[src/rtl/spwm_pkg.sv]
// Shared types and constants for the steering PID and wheel speed mixer.
// Used by spwm_ctrl, spwm_datapath and steering_pid_wheel_mix_top.
`default_nettype none

package spwm_pkg;

    // Field widths fixed by the interface.
    localparam int ERR_W       = 24;
    localparam int GAIN_W      = 31;
    localparam int SPEED_W     = 10;
    localparam int STEER_OUT_W = 22;
    localparam int WHEEL_W     = 11;
    localparam int CFG_IDX_W   = 3;
    localparam int CFG_DATA_W  = 31;

    // Integral sum holds up to four error terms.
    localparam int SUM_W  = ERR_W + 2;
    localparam int DIFF_W = ERR_W + 1;
    localparam int MUL_W  = 32;
    localparam int ACC_W  = 64;

    // Divide by 17 for values up to 1020: floor(t * 3856 / 2^16).
    localparam int RECIP17       = 3856;
    localparam int RECIP17_W     = 12;
    localparam int RECIP17_SHIFT = 16;
    localparam int SCALED_W      = 10;
    localparam int RAISE_W       = 6;

    // Configuration register indexes.
    localparam logic [CFG_IDX_W-1:0] CFG_HEADING_KP = 3'd0;
    localparam logic [CFG_IDX_W-1:0] CFG_HEADING_KI = 3'd1;
    localparam logic [CFG_IDX_W-1:0] CFG_HEADING_KD = 3'd2;
    localparam logic [CFG_IDX_W-1:0] CFG_LATERAL_KP = 3'd3;
    localparam logic [CFG_IDX_W-1:0] CFG_LATERAL_KI = 3'd4;
    localparam logic [CFG_IDX_W-1:0] CFG_LATERAL_KD = 3'd5;
    localparam logic [CFG_IDX_W-1:0] CFG_BASE_SPEED = 3'd6;

    localparam logic [SPEED_W-1:0] BASE_SPEED_RESET = 10'd100;

    // Loop select codes.
    localparam logic ACT_HEADING = 1'b0;
    localparam logic ACT_LATERAL = 1'b1;

    typedef struct packed {
        logic                    action;
        logic signed [ERR_W-1:0] error_value;
    } in_item_t;

    typedef struct packed {
        logic signed [STEER_OUT_W-1:0] steering;
        logic [WHEEL_W-1:0]            left_pair_speed;
        logic [WHEEL_W-1:0]            right_pair_speed;
    } out_item_t;

    typedef struct packed {
        logic [GAIN_W-1:0]  heading_kp;
        logic [GAIN_W-1:0]  heading_ki;
        logic [GAIN_W-1:0]  heading_kd;
        logic [GAIN_W-1:0]  lateral_kp;
        logic [GAIN_W-1:0]  lateral_ki;
        logic [GAIN_W-1:0]  lateral_kd;
        logic [SPEED_W-1:0] base_speed;
    } cfg_regs_t;

    typedef enum logic [3:0] {
        ST_IDLE,
        ST_PREP,
        ST_MUL_P,
        ST_MUL_I,
        ST_MUL_D,
        ST_ACC,
        ST_STEER,
        ST_SCALE,
        ST_MIX
    } ctrl_state_t;

    typedef enum logic [1:0] {
        SEL_P,
        SEL_I,
        SEL_D
    } mul_sel_t;

    typedef struct packed {
        logic     cap_in;
        logic     prep;
        logic     mul_en;
        mul_sel_t mul_sel;
        logic     acc_en;
        logic     acc_first;
        logic     steer_en;
        logic     scale_en;
        logic     load_out;
    } dp_cmd_t;

endpackage

`default_nettype wire

[src/rtl/spwm_ctrl.sv]
// Controller state machine that sequences one item through the datapath.
// Depends on spwm_pkg for the state enum and the command struct.
`default_nettype none

module spwm_ctrl
    import spwm_pkg::*;
(
    input  wire logic    clk,
    input  wire logic    rst_n,
    input  wire logic    in_valid,
    output logic         in_ready,
    output logic         out_valid,
    input  wire logic    out_ready,
    output dp_cmd_t      cmd
);

    ctrl_state_t state_reg;
    ctrl_state_t state_next;
    logic        out_valid_reg;
    logic        out_valid_next;
    logic        out_free;
    logic        accept;

    // The output register is free when empty or being emptied this cycle.
    assign out_free  = !out_valid_reg || out_ready;
    assign in_ready  = (state_reg == ST_IDLE) || ((state_reg == ST_MIX) && out_free);
    assign accept    = in_valid && in_ready;
    assign out_valid = out_valid_reg;

    // Next state.
    always_comb
    begin
        state_next = state_reg;
        unique case (state_reg)
            ST_IDLE:
            begin
                if (accept)
                begin
                    state_next = ST_PREP;
                end
            end
            ST_PREP:  state_next = ST_MUL_P;
            ST_MUL_P: state_next = ST_MUL_I;
            ST_MUL_I: state_next = ST_MUL_D;
            ST_MUL_D: state_next = ST_ACC;
            ST_ACC:   state_next = ST_STEER;
            ST_STEER: state_next = ST_SCALE;
            ST_SCALE: state_next = ST_MIX;
            ST_MIX:
            begin
                if (out_free)
                begin
                    state_next = accept ? ST_PREP : ST_IDLE;
                end
            end
            default:  state_next = ST_IDLE;
        endcase
    end

    // Datapath commands.
    always_comb
    begin
        cmd           = '0;
        cmd.mul_sel   = SEL_P;
        cmd.cap_in    = accept;
        unique case (state_reg)
            ST_IDLE:  ;
            ST_PREP:  cmd.prep = 1'b1;
            ST_MUL_P:
            begin
                cmd.mul_en  = 1'b1;
                cmd.mul_sel = SEL_P;
            end
            ST_MUL_I:
            begin
                cmd.mul_en    = 1'b1;
                cmd.mul_sel   = SEL_I;
                cmd.acc_en    = 1'b1;
                cmd.acc_first = 1'b1;
            end
            ST_MUL_D:
            begin
                cmd.mul_en  = 1'b1;
                cmd.mul_sel = SEL_D;
                cmd.acc_en  = 1'b1;
            end
            ST_ACC:   cmd.acc_en   = 1'b1;
            ST_STEER: cmd.steer_en = 1'b1;
            ST_SCALE: cmd.scale_en = 1'b1;
            ST_MIX:   cmd.load_out = out_free;
            default:  ;
        endcase
    end

    // Output valid flag.
    always_comb
    begin
        if (cmd.load_out)
        begin
            out_valid_next = 1'b1;
        end
        else if (out_ready)
        begin
            out_valid_next = 1'b0;
        end
        else
        begin
            out_valid_next = out_valid_reg;
        end
    end

    always_ff @(posedge clk or negedge rst_n)
    begin
        if (!rst_n)
        begin
            state_reg     <= ST_IDLE;
            out_valid_reg <= 1'b0;
        end
        else
        begin
            state_reg     <= state_next;
            out_valid_reg <= out_valid_next;
        end
    end

    // An accepted item always starts its preparation step next.
    a_accept_prep: assert property (@(posedge clk) disable iff (!rst_n)
        in_valid && in_ready |=> state_reg == ST_PREP)
        else $error("accepted item did not enter preparation");

    // A waiting result is never overwritten.
    a_no_overwrite: assert property (@(posedge clk) disable iff (!rst_n)
        cmd.load_out |-> (!out_valid_reg || out_ready))
        else $error("output register loaded while still occupied");

    // A result appears only after the mixing step.
    a_valid_from_mix: assert property (@(posedge clk) disable iff (!rst_n)
        $rose(out_valid_reg) |-> $past(state_reg == ST_MIX))
        else $error("output became valid outside the mixing step");

endmodule

`default_nettype wire

[config.mk]
export PLATFORM = sky130hd
export DESIGN_NAME = spwm_ctrl
export DESIGN_NICKNAME = d
export VERILOG_FILES = /design/src/rtl/spwm_pkg.sv /design/src/rtl/spwm_ctrl.sv
export SDC_FILE = /design/constraint.sdc
export NUM_CORES = 1
export LEC_CHECK = 0
export ABC_AREA = 1
export ABC_CLOCK_PERIOD_IN_PS = 1450
export BUFFER_PORTS_ARGS = -buffer_cell sky130_fd_sc_hd__buf_2
export CAP_MARGIN = 25
export CORE_AREA = 2 2 39 41
export CTS_CLUSTER_DIAMETER = 150
export DETAILED_ROUTE_END_ITERATION = 10
export DIE_AREA = 0 0 41 43
export SYNTH_ARGS = -nofsm -noshare
export SYNTH_HDL_FRONTEND = slang
export SYNTH_SLANG_ARGS = --single-unit
export TNS_END_PERCENT = 50
[constraint.sdc]
create_clock -name clk -period 1.45 [get_ports clk]
set_clock_uncertainty 0.2 [all_clocks]
set_input_delay 0.145 -clock clk [delete_from_list [all_inputs] [get_ports clk]]
set_output_delay 0.145 -clock clk [all_outputs]
set_load 0.02 [all_outputs]
# After elaboration in Yosys (flattened, before gate mapping)
# Index checks and enable logic that the tools add are counted.
# word_totals
register_bits	5
inputBits	4
out_inout_bits	12
wordCells	34
# op_classes
n_eq_ne	10
mux	13
reduce_logical	9
# op_table
op	n
one-hot mux 4 bit (9 select lines)	1
equality test 4 x 3 -> 1 bit (second input constant)	4
two-way mux 1 bit	9
one-hot mux 3 bit (3 select lines)	1
equality test 4 x 2 -> 1 bit (second input constant)	2
two-way mux 4 bit	2
equality test 4 x 1 -> 1 bit (second input constant)	1
equality test 4 bit (second input constant)	1
logical NOT 4 bit	1
inequality test 2 bit (second input constant)	2
OR reduction 3 bit	1
logical AND 1 bit	2
logical OR 1 bit	2
AND reduction 2 bit	1
nonzero test 2 bit	1
logical NOT 1 bit	1

# Longest topological paths before layout
# depth
ltp_word	8
depth_mapped	6
mapped_depth_nobuf	6

# Worst setup path before layout
# Ideal clock, no wire load.
# synth_timing
path_kind	reg2out
from	register state_reg[3]
to	output cmd[8] (netlist name)
arrival_ps	1036
required_ps	1105
setup_slack_ps	69
stages_incl_launch_ff	4
path_buffers	0
path_cell_list	dfrtp_1 -> inv_2 -> nand2_2 -> nor3_1
# synth_lines
element	line_no	text
start, declared	spwm_ctrl.sv:17	ctrl_state_t state_reg;
start signal, assigned	spwm_ctrl.sv:121	state_reg <= state_next;
end, declared	spwm_ctrl.sv:14	output dp_cmd_t cmd

==> impl_metrics.json <==
{
  "ys_types": 20,
  "async_flop_share_pct": 100.0,
  "pwr_density_cell_nw_per_um2": 2529,
  "worst_slack_ns": -0.1583,
  "area_growth_pct": 80.14,
  "ios": 16,
  "synth_enable_flop_cells": 0,
  "final_antenna_net_count": 0,
  "drtIter0Drc": 0,
  "cp-start-kind": "flop",
  "multi_input_area_um2": 227.7,
  "swShare_pct": 48.64,
  "p_leak_nw": 0.3038,
  "num_vias": 380,
  "drv_slew": 0,
  "pwr-share-seq_pct": 17.7,
  "seq_area_frac_synth_pct": 36.10,
  "yosys.area.top_type": "dfrtp_1",
  "rsz0062_at_grt": "true",
  "die_h_um": 43,
  "cts_tree": "done",
  "dieArea_um2": 1763,
  "drtPass1Iterations": 1,
  "ys.flop_type": "dfrtp_1",
  "worstSetupPathType": "reg -> out",
  "yosys_register_bits": 5,
  "yosysMostFrequentCell": "nand2_1",
  "die_w_um": 41,
  "yosysTopAreaCellShare_pct": 36.10,
  "ys_warn_count": 0,
  "p_int_uw": 811.0,
  "power_mw": 1.579,
  "clkPwrFrac_pct": 9.9,
  "fill_cells": 132,
  "p_switching_uw": 768.2,
  "stdcell_count": 84,
  "grt_pass1_vias": 377,
  "cp_slowest_stage_delay_ns": 0.44,
  "period_share_pct": 110.9,
  "remaining_drc_errors": 0,
  "place.gp.congestion": 0.7160,
  "hold_ws_ns": 0.007232,
  "critPathBufInv": 1,
  "cts_made_buffers": 3,
  "synthesis.nets": 46,
  "regToRegSetupSlack_ns": 0.03,
  "critPathMaxFanout": 4,
  "io_buffers": 15,
  "diodes": 0,
  "post-place-cells": 71,
  "syn_inst": 42,
  "avgSynthCellArea_um2": 8.252,
  "cp.arrival_ns": 1.26,
  "cts.sinks": 5,
  "grt_pass1_wl_um": 1400,
  "ir_drop_uv": 939.0,
  "synth.area.top_cells": "dfrtp_1 (36%), nand3_2 (8.7%), nand2_1 (6.5%)",
  "largest_register_ffs": 4,
  "dp_hpwl_um": 577.8,
  "path_cells": "nor2_4 > nand3_2 > a21boi_1 > buf_4",
  "wire_per_inst_um": 11.94,
  "clock-root-buffer": "clkbuf_4",
  "combPwrFrac_pct": 72.3,
  "hold_class": "in -> reg",
  "cap_viol_max_count": 0,
  "vias_per_cell": 4.524,
  "worst_path_dominant_cell_family": "flip-flops",
  "synth_common_cells": "nand2_1 (6), dfrtp_1 (5), nor2_1 (4)",
  "rows": 14,
  "fmax_mhz": 621.8,
  "htreeDepth": 1,
  "cts_buffer_depth": 2,
  "final_nets": 73,
  "violations": "negative setup slack",
  "drive_gt1_share_pct": 69.12,
  "synth_area_um2": 346.6,
  "grt.overflow.total": 0,
  "path_clk_slew_ns": 0.04,
  "start_util_pct": 25.05,
  "cpMaxStageDelayCell": "dfrtp_2",
  "regArea_um2": 128.9,
  "wirelength_um": 1003,
  "antenna_found_initial": 0,
  "critical_path_required_ns": 1.11,
  "clk_latency_ns": 0.24,
  "relSlewSlack_pct": 81.22,
  "hold_violations": 0,
  "tightestPinTransition_ns": 0.2788,
  "run_status": "finished with violations",
  "fin_crit_ns": 1.608,
  "grt_usage_pct": 12.13,
  "endpoint_kind": "primary output",
  "finalSetupTns_ns": -0.8371,
  "core_um2": 1384,
  "setup_viol": 11,
  "grt_max_degree": 7
}
layout make-up:
class / instances / area share [%]
Timing Repair Buffer: 24 / 31.06
Sequential cell: 5 / 20.64
Clock buffer: 4 / 4.208
Tap cell: 16 / 3.206
Multi-Input combinational cell: 29 / 36.47
Inverter: 6 / 4.409
path summary, 6_finish.rpt:
kind,cells past startpoint,to,start
max in group asynchronous,2,state_reg[0],rst_n
worst max register to register,5,state_reg[0],state_reg[2]
worst max-delay path,4,cmd[9],state_reg[0]
worst min-delay path,4,out_valid,out_ready
worst min register to register,1,state_reg[1],state_reg[3]
min in group asynchronous,2,state_reg[1],rst_n
repair_timing:
item / 4_1_cts / 5_1_grt
setup endpoints to repair: 11 / 12
resized for setup: 14 / 18
setup buffers: 6 / 1
pin swaps: 2 / 3
hold buffers: 2 / 0
endpoints found under the hold margin: 6 / 0
cell usage in the layout (no fill, tap or decap), drive strengths merged:
master	Yosys	layout
dfrtp	5	5
nor3	3	3
inv	6	6
clkbuf	0	4
dlygate4sd3	0	2
a21boi	1	1
nand4	1	1
nor3b	1	1
nand2	8	8
o22ai	2	2
o21ai	2	2
buf	2	22
a21oi	1	1
or2	1	1
nor2	6	6
nand3	3	3
power groups by stage:
stage	logic [mW]	registers, mW	clock network, mW
after detailed placement	0.707	0.282	0
after CTS	0.886	0.275	0.165
final	1.14	0.280	0.157
after global routing	1.22	0.288	0.171
after global placement	0.707	0.280	0
after floorplan	0.527	0.275	0
layer usage:
layer	track usage [%]	routed length, um	up-vias
li1	-	-	189
met1	11.51	400	184
met2	19.69	573	7
met3	2.618	29	0
met4	11.33	0	0
met5	0	0	-
metrics by stage:
step	area (um2)	setup slack [ns]	util [%]
6_report	624.3	-0.1583	45.12
3_5_place_dp	426.7	0.02304	30.83
4_1_cts	551.8	-0.1337	39.87
2_1_floorplan	346.6	0.06928	-
5_1_grt	624.3	-0.2168	45.12
3_3_place_gp	426.7	0.05983	30.83
logic make-up after synthesis:
| logic type | Yosys count | synth area share (%) |
|---|---|---|
| simple gates | 23 | 41.16 |
| buf+inv | 8 | 10.83 |
| compound gates | 6 | 11.91 |
| flops | 5 | 36.10 |
worst register-to-register path: stages (launching register included):
cell and delay [ns]:
dfrtp_2 0.43, buf_4 0.16, buf_4 0.13, nor3_2 0.18
nand3_2 0.09, a21oi_2 0.15
Power figures use the tool's default switching activity.
